## src/sv/gpiq_pkg.sv

```systemverilog
// Shared types, thresholds and status codes for the gamepad input qualifier.
// No dependencies; imported by gamepad_input_qualifier.
package gpiq_pkg;

	localparam int PORT_COUNT_DEF = 4;
	localparam int MASK_W         = 20;
	localparam int CNT_W          = 7;

	localparam logic [1:0] ST_GOOD = 2'd0;
	localparam logic [1:0] ST_NONE = 2'd1;

	localparam logic [CNT_W-1:0] DELAY_RST = 7'd5;
	localparam logic [CNT_W-1:0] CNT_TOP   = 7'd127;

	localparam logic signed [7:0] STICK2_HI = 8'sd40;
	localparam logic signed [7:0] STICK2_LO = -8'sd40;
	localparam logic signed [7:0] MENU_HI   = 8'sd35;
	localparam logic signed [7:0] MENU_LO   = -8'sd35;
	localparam logic [7:0]        TRIG_TH   = 8'd10;

	localparam logic [1:0] SIGN_NEG  = 2'b11;
	localparam logic [1:0] SIGN_POS  = 2'b01;
	localparam logic [1:0] SIGN_NONE = 2'b00;

	typedef struct packed {
		logic [1:0]        sign;
		logic signed [7:0] last;
		logic [CNT_W-1:0]  count;
	} axis_t;

	// crossing detect, hold count and re-arm for one menu axis
	function automatic axis_t menu_axis(input logic signed [7:0] pos,
			input logic signed [7:0] last, input logic [CNT_W-1:0] count,
			input logic [CNT_W-1:0] delay);
		axis_t r;
		logic [CNT_W-1:0] c;
		r.sign = SIGN_NONE;
		c = count;
		if (pos < MENU_LO && last >= MENU_LO) begin
			r.sign = SIGN_NEG;
			c = '0;
		end
		if (pos > MENU_HI && last <= MENU_HI) begin
			r.sign = SIGN_POS;
			c = '0;
		end
		r.last = pos;
		if (pos < MENU_LO || pos > MENU_HI) begin
			if (c != CNT_TOP)
				c = c + 7'd1;
		end else begin
			c = '0;
		end
		if (c > delay) begin
			r.last = '0;
			c = '0;
		end
		r.count = c;
		return r;
	endfunction

endpackage

```

## src/sv/gamepad_input_qualifier.sv

```systemverilog
// Gamepad input qualifier: per-port button, trigger and menu-step edges.
// The input beat passes an input register, then a result register; the
// per-port state update sits between the two registers. One beat per cycle
// while out_ready does not hold the result register.
// Reset clears all per-port state and sets repeat_delay to 5.
// Depends on gpiq_pkg.
module gamepad_input_qualifier #(
	parameter int PORT_COUNT = gpiq_pkg::PORT_COUNT_DEF
) (
	input  logic                        clk,
	input  logic                        arst_n,
	input  logic                        cfg_valid,
	output logic                        cfg_ready,
	input  logic [gpiq_pkg::CNT_W-1:0]  cfg_data,
	input  logic                        in_valid,
	output logic                        in_ready,
	input  logic [1:0]                  port_index,
	input  logic [1:0]                  sample_status,
	input  logic [15:0]                 button_bits,
	input  logic signed [7:0]           main_x,
	input  logic signed [7:0]           main_y,
	input  logic signed [7:0]           second_x,
	input  logic signed [7:0]           second_y,
	input  logic [7:0]                  left_analog,
	input  logic [7:0]                  right_analog,
	output logic                        out_valid,
	input  logic                        out_ready,
	output logic [gpiq_pkg::MASK_W-1:0] held_mask,
	output logic [gpiq_pkg::MASK_W-1:0] pressed_mask,
	output logic [gpiq_pkg::MASK_W-1:0] released_mask,
	output logic [1:0]                  trigger_bits,
	output logic [1:0]                  trigger_pressed,
	output logic [1:0]                  trigger_released,
	output logic signed [1:0]           menu_x_sign,
	output logic signed [1:0]           menu_y_sign
);
	import gpiq_pkg::*;

	// only four ports are addressable by a two-bit index
	localparam int NPORT = (PORT_COUNT < 4) ? PORT_COUNT : 4;
	localparam int IDX_W = (NPORT > 1) ? $clog2(NPORT) : 1;

	logic [CNT_W-1:0] repeat_delay_q;

	logic [MASK_W-1:0]       prev_held_q [NPORT];
	logic [MASK_W-1:0]       st_pressed_q [NPORT];
	logic [MASK_W-1:0]       st_released_q [NPORT];
	logic [1:0]              prev_trig_q [NPORT];
	logic [3:0]              st_tedge_q [NPORT];
	logic signed [7:0]       last_x_q [NPORT];
	logic signed [7:0]       last_y_q [NPORT];
	logic [CNT_W-1:0]        hold_x_q [NPORT];
	logic [CNT_W-1:0]        hold_y_q [NPORT];
	logic [3:0]              st_signs_q [NPORT];

	logic                    valid_s1;
	logic [1:0]              port_s1;
	logic [1:0]              status_s1;
	logic [15:0]             buttons_s1;
	logic signed [7:0]       mx_s1, my_s1, sx_s1, sy_s1;
	logic [7:0]              la_s1, ra_s1;

	logic                    out_valid_q;
	logic [MASK_W-1:0]       held_q, pressed_q, released_q;
	logic [1:0]              trig_q, tpress_q, trel_q, xsign_q, ysign_q;

	logic                    out_free, advance, in_range;
	logic [IDX_W-1:0]        idx;
	logic [MASK_W-1:0]       held_n, diff_n, pressed_n, released_n;
	logic [1:0]              trig_n, tdiff_n;
	logic [3:0]              tedge_n;
	axis_t                   ax_n, ay_n;

	assign cfg_ready = 1'b1;
	assign out_free  = !out_valid_q || out_ready;
	assign advance   = valid_s1 && out_free;
	assign in_ready  = !valid_s1 || out_free;
	assign in_range  = ({30'd0, port_s1} < NPORT);
	assign idx       = port_s1[IDX_W-1:0];

	always_comb begin
		held_n = {4'd0, buttons_s1};
		if (sy_s1 < STICK2_LO) held_n[17] = 1'b1;
		if (sy_s1 > STICK2_HI) held_n[16] = 1'b1;
		if (sx_s1 < STICK2_LO) held_n[18] = 1'b1;
		if (sx_s1 > STICK2_HI) held_n[19] = 1'b1;
		diff_n     = held_n ^ prev_held_q[idx];
		pressed_n  = held_n & diff_n;
		released_n = prev_held_q[idx] & diff_n;
		trig_n     = {la_s1 > TRIG_TH, ra_s1 > TRIG_TH};
		tdiff_n    = trig_n ^ prev_trig_q[idx];
		tedge_n    = {prev_trig_q[idx] & tdiff_n, trig_n & tdiff_n};
		ax_n = menu_axis(mx_s1, last_x_q[idx], hold_x_q[idx], repeat_delay_q);
		ay_n = menu_axis(my_s1, last_y_q[idx], hold_y_q[idx], repeat_delay_q);
	end

	always_ff @(posedge clk or negedge arst_n) begin
		if (!arst_n) begin
			repeat_delay_q <= DELAY_RST;
		end else if (cfg_valid && cfg_ready) begin
			repeat_delay_q <= cfg_data;
		end
	end

	always_ff @(posedge clk or negedge arst_n) begin
		if (!arst_n) begin
			valid_s1 <= 1'b0;
		end else if (in_ready) begin
			valid_s1 <= in_valid;
		end
	end

	always_ff @(posedge clk) begin
		if (in_ready && in_valid) begin
			port_s1    <= port_index;
			status_s1  <= sample_status;
			buttons_s1 <= button_bits;
			mx_s1      <= main_x;
			my_s1      <= main_y;
			sx_s1      <= second_x;
			sy_s1      <= second_y;
			la_s1      <= left_analog;
			ra_s1      <= right_analog;
		end
	end

	// per-port state
	always_ff @(posedge clk or negedge arst_n) begin
		if (!arst_n) begin
			for (int i = 0; i < NPORT; i++) begin
				prev_held_q[i]   <= '0;
				st_pressed_q[i]  <= '0;
				st_released_q[i] <= '0;
				prev_trig_q[i]   <= '0;
				st_tedge_q[i]    <= '0;
				last_x_q[i]      <= '0;
				last_y_q[i]      <= '0;
				hold_x_q[i]      <= '0;
				hold_y_q[i]      <= '0;
				st_signs_q[i]    <= '0;
			end
		end else if (advance && in_range) begin
			if (status_s1 == ST_GOOD) begin
				prev_held_q[idx]   <= held_n;
				st_pressed_q[idx]  <= pressed_n;
				st_released_q[idx] <= released_n;
				prev_trig_q[idx]   <= trig_n;
				st_tedge_q[idx]    <= tedge_n;
				last_x_q[idx]      <= ax_n.last;
				last_y_q[idx]      <= ay_n.last;
				hold_x_q[idx]      <= ax_n.count;
				hold_y_q[idx]      <= ay_n.count;
				st_signs_q[idx]    <= {ay_n.sign, ax_n.sign};
			end else if (status_s1 == ST_NONE) begin
				prev_held_q[idx]   <= '0;
				st_pressed_q[idx]  <= '0;
				st_released_q[idx] <= '0;
				prev_trig_q[idx]   <= '0;
				st_tedge_q[idx]    <= '0;
				last_x_q[idx]      <= '0;
				last_y_q[idx]      <= '0;
				hold_x_q[idx]      <= '0;
				hold_y_q[idx]      <= '0;
				st_signs_q[idx]    <= '0;
			end
		end
	end

	always_ff @(posedge clk or negedge arst_n) begin
		if (!arst_n) begin
			out_valid_q <= 1'b0;
		end else if (out_free) begin
			out_valid_q <= valid_s1;
		end
	end

	always_ff @(posedge clk) begin
		if (advance) begin
			if (!in_range || status_s1 == ST_NONE) begin
				held_q     <= '0;
				pressed_q  <= '0;
				released_q <= '0;
				trig_q     <= '0;
				tpress_q   <= '0;
				trel_q     <= '0;
				xsign_q    <= SIGN_NONE;
				ysign_q    <= SIGN_NONE;
			end else if (status_s1 == ST_GOOD) begin
				held_q     <= held_n;
				pressed_q  <= pressed_n;
				released_q <= released_n;
				trig_q     <= trig_n;
				tpress_q   <= tedge_n[1:0];
				trel_q     <= tedge_n[3:2];
				xsign_q    <= ax_n.sign;
				ysign_q    <= ay_n.sign;
			end else begin
				// stale or reserved status: repeat stored results
				held_q     <= prev_held_q[idx];
				pressed_q  <= st_pressed_q[idx];
				released_q <= st_released_q[idx];
				trig_q     <= prev_trig_q[idx];
				tpress_q   <= st_tedge_q[idx][1:0];
				trel_q     <= st_tedge_q[idx][3:2];
				xsign_q    <= st_signs_q[idx][1:0];
				ysign_q    <= st_signs_q[idx][3:2];
			end
		end
	end

	assign out_valid        = out_valid_q;
	assign held_mask        = held_q;
	assign pressed_mask     = pressed_q;
	assign released_mask    = released_q;
	assign trigger_bits     = trig_q;
	assign trigger_pressed  = tpress_q;
	assign trigger_released = trel_q;
	assign menu_x_sign      = xsign_q;
	assign menu_y_sign      = ysign_q;

	a_edges_disjoint: assert property (@(posedge clk) disable iff (!arst_n)
		out_valid_q |-> ((pressed_q & released_q) == '0))
		else $error("pressed and released overlap");

	a_pressed_held: assert property (@(posedge clk) disable iff (!arst_n)
		out_valid_q |-> ((pressed_q & ~held_q) == '0 && (released_q & held_q) == '0))
		else $error("edge mask inconsistent with held mask");

	a_sign_code: assert property (@(posedge clk) disable iff (!arst_n)
		out_valid_q |-> (xsign_q != 2'b10 && ysign_q != 2'b10))
		else $error("invalid menu sign code");

	a_advance: assert property (@(posedge clk) disable iff (!arst_n)
		advance |=> out_valid_q)
		else $error("stage one beat lost");

	a_trig_edges: assert property (@(posedge clk) disable iff (!arst_n)
		out_valid_q |-> ((tpress_q & ~trig_q) == '0 && (trel_q & trig_q) == '0))
		else $error("trigger edges inconsistent");

endmodule

```

## config.mk

```make
export PLATFORM = sky130hd
export DESIGN_NAME = gamepad_input_qualifier
export DESIGN_NICKNAME = d
export VERILOG_FILES = /design/src/sv/gpiq_pkg.sv /design/src/sv/gamepad_input_qualifier.sv
export SDC_FILE = /design/constraint.sdc
export NUM_CORES = 1
export LEC_CHECK = 0
export ABC_AREA = 0
export BUFFER_PORTS_ARGS = -buffer_cell sky130_fd_sc_hd__buf_2
export CAP_MARGIN = 15
export CORE_ASPECT_RATIO = 1.25
export CORE_MARGIN = 1
export CORE_UTILIZATION = 55
export CTS_BUF_LIST = sky130_fd_sc_hd__clkbuf_16
export CTS_CLUSTER_SIZE = 25
export DETAILED_ROUTE_END_ITERATION = 16
export GPL_ROUTABILITY_DRIVEN = 0
export PLACE_DENSITY_LB_ADDON = 0.05
export SLEW_MARGIN = 0
export SYNTH_ARGS = -nofsm -noshare
export SYNTH_HDL_FRONTEND = slang
export SYNTH_SLANG_ARGS = --single-unit
```

## constraint.sdc

```tcl
create_clock -name clk -period 4.35 [get_ports clk]
set_clock_uncertainty 0.05 [all_clocks]
set_input_delay 0.87 -clock clk [delete_from_list [all_inputs] [get_ports clk]]
set_output_delay 0.87 -clock clk [all_outputs]
set_load 0.005 [all_outputs]
```

==> metrics <==
Commonest cells post-synth=dfrtp_1, nand2_1, o21ai_0; Initial Util=56.1%; Tot GR Track Use=28.4%; worst setup path class=reg2reg; drt first pass iters=5; Mapped Area=23,100 um2; Final period util=99.8%; largest net degree at the start of global routing=121; grt ovf=0; H-tree level count=2; top cell type's share of synthesized area=44.1%; max cap viols=0; placed cell area=25,000 um2; pwr dens=443 nW/um2; register area share after synthesis=62.2%; max-slew violations=0; Yosys top cell by area=dfrtp_1; top post-synthesis cells by area=dfrtp_1, edfxtp_1, mux4_2; Bufs and invs on worst path=6; crit path DAT=4.78 ns; Clock Latency Late Sink=approximately 0.6 ns; worst slew pin tran=between 1 and 1.5 ns; post-synth cell types=62; Avg Cell Area, Syn=between 10 and 15 um2; Worst slew margin=around a quarter; initial antenna violation count=1; Finished Layout Cells=2,593; Setup crit start kind=flip-flop; Final Setup Violations=0; Post-Route WL=59,300 um; CTS Sinks=about 550; Die W=between 150 and 200 um; CP top delay family=compound AO/OA/AOI/OAI gates; Layout Nets=2,092; Core Footprint=41,200 um2; design area=27,300 um2; CP max stage cell=mux4_2; root buffer selected by CTS=clkbuf_16; Synth Flop Type=dfrtp_1; worst vdd ir=0.348 mV; WL per Instance=22.9 um; area added between synthesis and finish=18.1%; Via-to-Cell Ratio=between 6 and 7; DP Cell Count=2,473; number of synthesized register bits=547; Worst setup EP type=flip-flop; Inserted Clock Buffers=53; Row Count=83; CTS tree=yes; die area=42,900 um2; RSZ-0062 raised after global routing=yes; CP max stage delay=0.53 ns; clock-pin slew on the worst setup and hold paths=roughly 0.06 ns; leakage dissipation=0.0124 uW; number of global-route vias before repair=16,300; first-pass GRT wire length=91,800 um; FF/Latch Area=14,400 um2; WP data required=4.79 ns; layout cells sized above 1=28.9%; Antenna Nets Post-Route=0; number of diodes=0; crit path max fanout=8; IO Port Bufs=about 150; Worst Hold Class=in2async; syn_nets=1,886; ys async rst share=74.8%; Die H=231 um; Highest Clock Rate=about 230 MHz; Top Ports=153; Max clock buf depth=3; Post-synth EDFFs=138; Hold Buf Count CTS=0; multi-input logic area=8710 um2; routed via count=15,700; post-DP HPWL=36,400 um; final-report hold violation count=0; CP cell instances=buf_6, buf_12, mux4_2, o31a_1, o211ai_2, nand3_2, and2_4, ha_4, nand3_2, buf_6, nor2_4, o211ai_1, buf_4, nor2_2, ha_1, nand3_2, o21bai_4, a31oi_4, buf_12, nor2_4, buf_6, a22o_1; count leader, synth=dfrtp_1; minimum clock period=4.34 ns; Synth Warn #=0; Fillers=3,110; Remaining DRCs=0; Synth Instances=1,790; DRT iter0 DRCs=1,263; status=complete, no violations
## where the power goes
part | leakage [uW] | internal [uW] | total (uW) | switching [uW]
Combinational | 0.00461 | 726 | 1530 | 807
Clock | 0.000854 | 2450 | 4400 | 1950
Sequential | 0.00689 | 5870 | 6160 | 289
Total | 0.0124 | 9050 | 12100 | 3050
## worst paths after layout
path	cells past startpoint	startpoint	slack, ns	endpoint
worst max-delay path	22	idx[0]	0.008	last_y_q[12]
worst min-delay path	1	arst_n	0.31	st_released_q[68]
worst max register to register	22	idx[0]	0.008	last_y_q[12]
worst min register to register	2	prev_held_q[22]	0.42	prev_held_q[22]
max in group asynchronous	2	arst_n	2.89	last_x_q[12]
min in group clk	1	main_y[7]	0.39	my_s1[7]
## cell type report
| cell class | instances | share of cell area, % |
|---|---|---|
| flip-flops and latches | 547 | 52.7 |
| clock inverters | 45 | 0.985 |
| multi-input cells | 1124 | 31.9 |
| clock buffers | 55 | 5.04 |
| repair buffers | 256 | 6.70 |
| inverters | 14 | 0.192 |
| well taps | 552 | 2.53 |
## placed cells by master (no fill, tap or decap), types with 6 or more instances in the layout
| master | n |
|---|---|
| and2_1 | 7 |
| nand3b_1 | 16 |
| o31a_1 | 6 |
| nor2_1 | 34 |
| buf_6 | 10 |
| inv_1 | 27 |
| nor2_4 | 8 |
| buf_2 | 150 |
| a21oi_1 | 7 |
| o21ai_2 | 27 |
| a22o_1 | 122 |
| buf_4 | 77 |
| clkbuf_16 | 56 |
| nand2_4 | 9 |
| clkinv_1 | 18 |
| a21o_1 | 29 |
| edfxtp_1 | 138 |
| ha_1 | 14 |
| nor2b_1 | 7 |
| o21ai_1 | 14 |
| o21ai_0 | 194 |
| dfrtp_1 | 407 |
| nand2_1 | 344 |
| clkinv_2 | 7 |
| nand3_2 | 6 |
| mux2_2 | 63 |
| and2_4 | 6 |
| buf_12 | 16 |
| nand3_1 | 12 |
| mux4_2 | 96 |
## sequential cells by signal, summed over array words and instances, names as in the netlist, 20 cells and up
register       cells
pressed_mask      20
hold_y_q          28
st_pressed_q      80
st_released_q     80
hold_x_q          28
released_mask     20
prev_held_q       80
last_x_q          32
held_mask         20
last_y_q          32
## logic make-up (layout without fill, tap and decap cells)
| family | after synthesis | after routing | synth area share, % |
|---|---|---|---|
| flip-flops | 547 | 547 | 62.2 |
| AND/OR/NAND/NOR | 505 | 505 | 9.49 |
| AO/OA/AOI/OAI | 436 | 436 | 12.4 |
| multiplexers | 162 | 162 | 12.6 |
| buffers and inverters | 119 | 370 | 2.35 |
| adder cells (fa/ha/maj) | 16 | 16 | 0.866 |
| XOR/XNOR | 4 | 4 | 0.152 |
| other | 1 | 1 | 0.0162 |
## layer usage
metal  track usage [%]  up-vias  share of wire [%]
met5                 0        -              0.014
met4              13.4        2                4.5
met3              4.18      158                4.8
met2              48.4      459                 52
met1              35.7     8123                 39
li1                  -     6971                  -
## repair_timing
action	in CTS	in global routing
pin swaps	6	31
endpoints found under the hold margin	0	0
gates resized for setup	23	95
gates cloned	1	1
endpoints found under the setup margin	85	120
buffers inserted	6	12
## per-stage QoR
stage / utilization, % / power (uW) / worst slack [ns] / setup TNS [ns] / hold WS (ns)
2_1_floorplan: - / 7110 / -0.109 / -1.48 / 0.395
3_3_place_gp: 60.7 / 7640 / 0.0236 / 0 / 0.406
3_5_place_dp: 60.7 / 7710 / -0.0846 / -3.18 / 0.415
4_1_cts: 65.1 / 12100 / 0.00150 / 0 / 0.348
5_1_grt: 66.2 / 12600 / -0.202 / -14.71 / 0.358
6_report: 66.2 / 12100 / 0.00801 / 0 / 0.310
## worst register-to-register path: cells and delay by family (launching register included)
kind | cells | cell delay, ns
buffers and inverters | 6 | 0.87
AOI/OAI and AO/OA | 6 | 1.34
and+or+nand+nor | 7 | 0.58
DFF | 1 | 0.36
muxes | 1 | 0.54
adders and majority gates | 2 | 0.48
(Power assumes the default switching activity.)
